==> config.mk <==
export PLATFORM = sky130hd
export DESIGN_NAME = mlt_div
export DESIGN_NICKNAME = d
export VERILOG_FILES = /design/src/sv/mlt_div.sv
export SDC_FILE = /design/constraint.sdc
export NUM_CORES = 1
export LEC_CHECK = 0
export BUFFER_PORTS_ARGS = -buffer_cell sky130_fd_sc_hd__buf_2
export CORE_MARGIN = 4
export CORE_UTILIZATION = 53
export DETAILED_ROUTE_END_ITERATION = 8
export PLACE_DENSITY = 0.78
export SETUP_SLACK_MARGIN = 0.5
export SLEW_MARGIN = 40
export SYNTH_ARGS = -nofsm -noshare
export SYNTH_HDL_FRONTEND = slang
export SYNTH_SLANG_ARGS = --single-unit
==> constraint.sdc <==
create_clock -name i_clk -period 2.4 [get_ports i_clk]
set_input_delay 0.12 -clock i_clk [delete_from_list [all_inputs] [get_ports i_clk]]
set_output_delay 0.12 -clock i_clk [all_outputs]
set_load 0.05 [all_outputs]
==> src/sv/mlt_div.sv <==
// Bit-serial restoring divider, one quotient bit per cycle.
// Standalone; used by the threshold sequencer for the window mean.
module mlt_div #(
    parameter int DW = 16,
    parameter int VW = 8
) (
    input  logic          i_clk,
    input  logic          i_rst_n,
    input  logic          i_start,
    input  logic [DW-1:0] i_dividend,
    input  logic [VW-1:0] i_divisor,
    output logic          o_done,
    output logic [DW-1:0] o_quotient
);

    localparam int CW = $clog2(DW + 1);

    logic [DW-1:0] r_quo, n_quo;
    logic [VW:0]   r_rem, n_rem;
    logic [VW-1:0] r_dvs;
    logic [CW-1:0] r_cnt, n_cnt;
    logic          r_busy, n_busy;
    logic          r_done, n_done;
    logic [VW:0]   w_shift;
    logic [VW:0]   w_diff;

    always_comb begin
        w_shift = {r_rem[VW-1:0], r_quo[DW-1]};
        w_diff  = w_shift - {1'b0, r_dvs};
        n_quo   = r_quo;
        n_rem   = r_rem;
        n_cnt   = r_cnt;
        n_busy  = r_busy;
        n_done  = 1'b0;
        if (i_start) begin
            n_quo  = i_dividend;
            n_rem  = '0;
            n_cnt  = CW'(DW);
            n_busy = 1'b1;
        end else if (r_busy) begin
            if (w_shift >= {1'b0, r_dvs}) begin
                n_rem = w_diff;
                n_quo = {r_quo[DW-2:0], 1'b1};
            end else begin
                n_rem = w_shift;
                n_quo = {r_quo[DW-2:0], 1'b0};
            end
            n_cnt = r_cnt - 1'b1;
            if (r_cnt == CW'(1)) begin
                n_busy = 1'b0;
                n_done = 1'b1;
            end
        end
    end

    always_ff @(posedge i_clk) begin
        if (!i_rst_n) begin
            r_busy <= 1'b0;
            r_done <= 1'b0;
            r_cnt  <= '0;
        end else begin
            r_busy <= n_busy;
            r_done <= n_done;
            r_cnt  <= n_cnt;
        end
    end

    always_ff @(posedge i_clk) begin
        r_quo <= n_quo;
        r_rem <= n_rem;
        if (i_start) begin
            r_dvs <= i_divisor;
        end
    end

    assign o_done     = r_done;
    assign o_quotient = r_quo;

endmodule

Yosys cells after proc, flatten, opt, wreduce, memory -nomap -nowiden
Cells that the tools add are included.

$add $sub $neg: 2. Magnitude comparators: 1. Equality and inequality tests: 1. Mux-type cells: 10. Bitwise operators: 2. Reductions and logical operators: 3.

Operators by type and width (number): 2-to-1 mux 16 bit (2); 2-to-1 mux 5 bit (2); >= comparator 9 x 8 -> 1 bit (1); 2-to-1 mux 8 bit (1); subtractor 8 bit (1); equality test 5 x 1 -> 1 bit (second input constant) (1); 2-to-1 mux 1 bit (5); subtractor 5 x 1 -> 5 bit (second input constant) (1); OR reduction 3 bit (1); inverter 1 bit (2); nonzero test 2 bit (1); OR reduction 2 bit (1).

Register bits after elaboration: 39. Output and inout bits: 17. Word-level logic and storage cells: 26.

Depth between registers and ports, before layout
Depth in word-level cells: 4. Gate-level depth with buffers: 8. Gate-level depth less buffers: 8.

Worst setup path before layout
No wires, ideal clock.

Path kind: reg2reg. Start point: reg r_quo[15] (netlist: o_quotient[15]). End point: reg r_rem[6]. Library setup time: 0.120 ns. Data arrival time: 2.006 ns. Data required time: 2.280 ns. Setup slack: 0.275 ns. Cell stages (with the launch flop): 9. Clock period less this slack: 2.125 ns. Cell sequence: edfxtp_1 inv_1 ha_1 fa_1 nor2b_1 o211ai_1 mux2i_1 o2111a_1 o31ai_2.

Longest elaborated chain between the ends: 2. Elaborated cells on any way between the ends: 3. Classes of those cells: 1 x add/sub; 1 x order compare; 1 x mux.

RTL lines: from (decl) (line 18) `logic [DW-1:0] r_quo, n_quo;`; from (signal assigned) (line 69) `r_quo <= n_quo;`; subtractor 8 bit / >= comparator 9 x 8 -> 1 bit (equally long branches) (line 29, 41); 2-to-1 mux 8 bit * (line 41) `if (w_shift >= {1'b0, r_dvs}) begin`; to (signal assigned) (line 70) `r_rem <= n_rem;`; to (decl) (line 19) `logic [VW:0] r_rem, n_rem;`.

Mark *: on every way between the ends. The rest lies on a longest branch, timed or not. A chain may end at the register's enable or synchronous reset.

Final worst setup path
Start point: reg r_dvs[5]. End point: reg r_rem[2].

Longest elaborated chain between the ends: 2.

RTL lines: from (decl) (line 20) `logic [VW-1:0] r_dvs;`; from (signal assigned) (line 72) `r_dvs <= i_divisor;`; >= comparator 9 x 8 -> 1 bit (line 41); 2-to-1 mux 8 bit (line 41).

Every way passes these cells.

==> impl_metrics.csv <==
group,metric,value,unit
synthesis,synth-seq-cells,39,
floorplan,fp-row-count,21,
global_route,antenna_found_initial,0,
pwr,p_sw,0.533,mW
clock_tree,cts.sinks,39,
layout,num_antenna_cells,0,
timing,finalSetupTns,0,ns
global_route,grt.total_usage,0.217,
floorplan,initial_utilization,0.566,
setup_path,worstPathArrival,2.07,ns
pwr,ir_worst_vdd,0.559,mV
route,num_vias,1527,
pwr,switching_share,0.295,
setup_path,cp-start-kind,"flop",
route,wl_per_cell,16.9,um
route,post_drt_via_cell_ratio,5.57,
timing,slew_headroom,0.604,
synthesis,syn-instance-count,166,
setup_path,cp.required,2.56,ns
timing,rsz0062_at_grt,"true",
global_route,gr-total-overflow,0,
floorplan,die_w,68.9,um
global_route,grt_pass1_wl,7330,um
placed_design,dp_hpwl,2960,um
clock_tree,cts_tree,"built",
floorplan,num_io_pins,44,
timing,maxSlewViolCount,0,
clock_tree,path_clk_slew,0.08,ns
global_route,grt_max_degree,32,
setup_path,startpoint,"r_dvs[5]$_DFFE_PP_",
synthesis,synth_ff_type,"edfxtp_1",
layout,final_nets,265,
synthesis,synth_nets,204,
pwr,pwr-share-clk,0.317,
timing,period_share,0.795,
job,max_cap_viol_count,0,
timing,worstMarginPinSlew,0.593,ns
timing,finClkSkew,0.0100,ns
clock_tree,clock_path_buffers,2,
synthesis,synth.most_common_cell,"edfxtp_1",
layout,area_growth,32.3,%
status,outcome,"finished clean",
setup_path,critPathKind,"flop to flop",
timing,holdWs,0.0548,ns
synthesis,ys_top_cells_by_area,"edfxtp_1, dfxtp_1, mux2_2",
synthesis,synth_cell_type_count,38,
synthesis,yosys_warnings,0,
setup_path,cp_max_fo,6,
layout,fill_cells,240,
global_route,grt_pass1_vias,1575,
synthesis,synth_top_area_cell,"edfxtp_1",
synthesis,synth_area,0.00196,mm2
clock_tree,clk_latency,0.30,ns
setup_path,cpPeakStageDelay,0.38,ns
placed_design,portBuffers,43,
timing,hold_viol,0,
layout,seq_area,0.00102,mm2
floorplan,die_h,68.9,um
synthesis,ys_async_sr_fraction,0,
route,drt_first_pass_iters,4,
layout,layout-drive-gt1-share,0.417,
setup_path,crit_chain,"inv_1 -> ha_2 -> and3_4 -> nand3_4 -> o21ai_4 -> mux2i_1 -> a211oi_1",
route,drt_iter0_drc,86,
setup_path,critical-path-top-delay-family,"compound AO/OA/AOI/OAI gates",
route,ant_nets,0,
timing,post-route-min-period,1.91,ns
setup_path,end_kind,"flop",
setup_path,crit_buf_inv,1,
route,route.detailed.drc,0,
pwr,combPwrFrac,0.235,
synthesis,synth_common_cells,"edfxtp_1, mux2_2, dfxtp_1, inv_1, nor2_1",
layout,multi_input_area,0.00100,mm2
setup_path,r2r_start,"r_dvs[5]$_DFFE_PP_",
pwr,p_leak,1.07,nW
timing,fmax,524,MHz
route,routed_wl,4640,um
synthesis,synth-edff-count,24,
floorplan,die-area,0.00474,mm2
clock_tree,clock-root-buffer,"clkbuf_8",
pwr,pwr_density_cell,696,mW/mm2
setup_path,critPathSlowestCell,"ha_2",
clock_tree,cts_max_level,2,
synthesis,synth_top_area_frac,0.367,
placed_design,gp_congestion,0.799,
timing,finalSetupViolCount,0,
pwr,p_int,1.28,mW
clock_tree,cts_buffers,5,
worst_hold_path,worstHoldStart,"i_rst_n",
synthesis,postSynthAreaPerCell,11.8,um2
pwr,seqPwrFrac,0.447,
worst_hold_path,hp-class,"input port to flop",
synthesis,seq_area_frac_synth,0.520,
floorplan,core_region_area,0.00347,mm2
[registers in the layout (all words and copies together), names as in the netlist]
| signal | flops |
|---|---|
| o_quotient | 16 |
| r_rem | 8 |
| r_cnt | 5 |
| o_done | 1 |
| r_busy | 1 |
| r_dvs | 8 |
[placed cells by master (no fill, tap or decap), drive strengths merged, types with 2 or more instances in the layout]
master / count
buf: 49
edfxtp: 24
mux2: 16
dfxtp: 15
inv: 15
nor2: 13
ha: 10
nand2: 9
dlygate4sd3: 8
clkbuf: 6
o21ai: 6
mux2i: 5
xor2: 5
nand2b: 4
nor3: 4
xnor2: 4
a21o: 3
or2: 3
nor2b: 3
a211oi: 3
a21oi: 3
a31oi: 2
nand3: 2
[layout make-up]
class                   instances  area share
repair buffers                 57       0.131
clock inverters                 2      0.0135
well taps                      46      0.0222
flip-flops and latches         39       0.393
inverters                      15      0.0217
clock buffers                   6      0.0318
multi-input cells             109       0.387
[layer usage]
metal  part of all wire  routed length (um)  GRT usage  vias to the layer above
met4              0.024                 109      0.122                        0
met3              0.063                 292     0.0632                       13
li1                   -                   -          -                      717
met5                  0                   0          0                        -
met1               0.42                1950      0.258                      728
met2               0.49                2290      0.349                       69
[path summary, 6_finish.rpt]
kind | end | slack, ns | depth (start not counted)
hold / removal | r_cnt[4]$_SDFFE_PN0P_ | 0.05 | 2
setup reg to reg | r_rem[2]$_SDFFE_PP0P_ | 0.49 | 7
setup / recovery | r_rem[2]$_SDFFE_PP0P_ | 0.49 | 7
hold reg to reg | r_cnt[1]$_SDFFE_PP0P_ | 0.50 | 2
[timing repair]
action / in CTS / in global routing
setup endpoints to repair: 9 / 9
cloned: 1 / 0
pin swaps: 4 / 6
resized for setup: 8 / 13
hold endpoints to repair: 8 / 0
hold buffers: 8 / 0
setup buffers: 4 / 1
[power groups by stage]
stage	Sequential (mW)	Combinational, mW	Clock, mW
2_1_floorplan	0.913	0.171	0
3_3_place_gp	0.819	0.348	0
3_5_place_dp	0.821	0.357	0
4_1_cts	0.809	0.393	0.584
5_1_grt	0.816	0.453	0.615
6_report	0.809	0.426	0.574
[cell families after synthesis]
group	count (synthesis)	share of synthesized area
AND/OR/NAND/NOR	41	0.101
flip-flops	39	0.520
AO/OA/AOI/OAI	26	0.108
multiplexers	21	0.117
buffers and inverters	19	0.0402
adder cells (fa/ha/maj)	11	0.0739
XOR/XNOR	9	0.0402
[through the flow]
step           setup WS [ns]  cell area [um2]  utilization  std cells  total power, mW
6_report               0.491             2600        0.749        274             1.81
5_1_grt                0.405             2600        0.749        274             1.88
4_1_cts                0.476             2530        0.730        273             1.79
3_5_place_dp           0.364             2240        0.645        252             1.18
3_3_place_gp           0.432             2240        0.645        252             1.17
2_1_floorplan          0.413             1980            -        166             1.08
(Power assumes the default switching activity.)
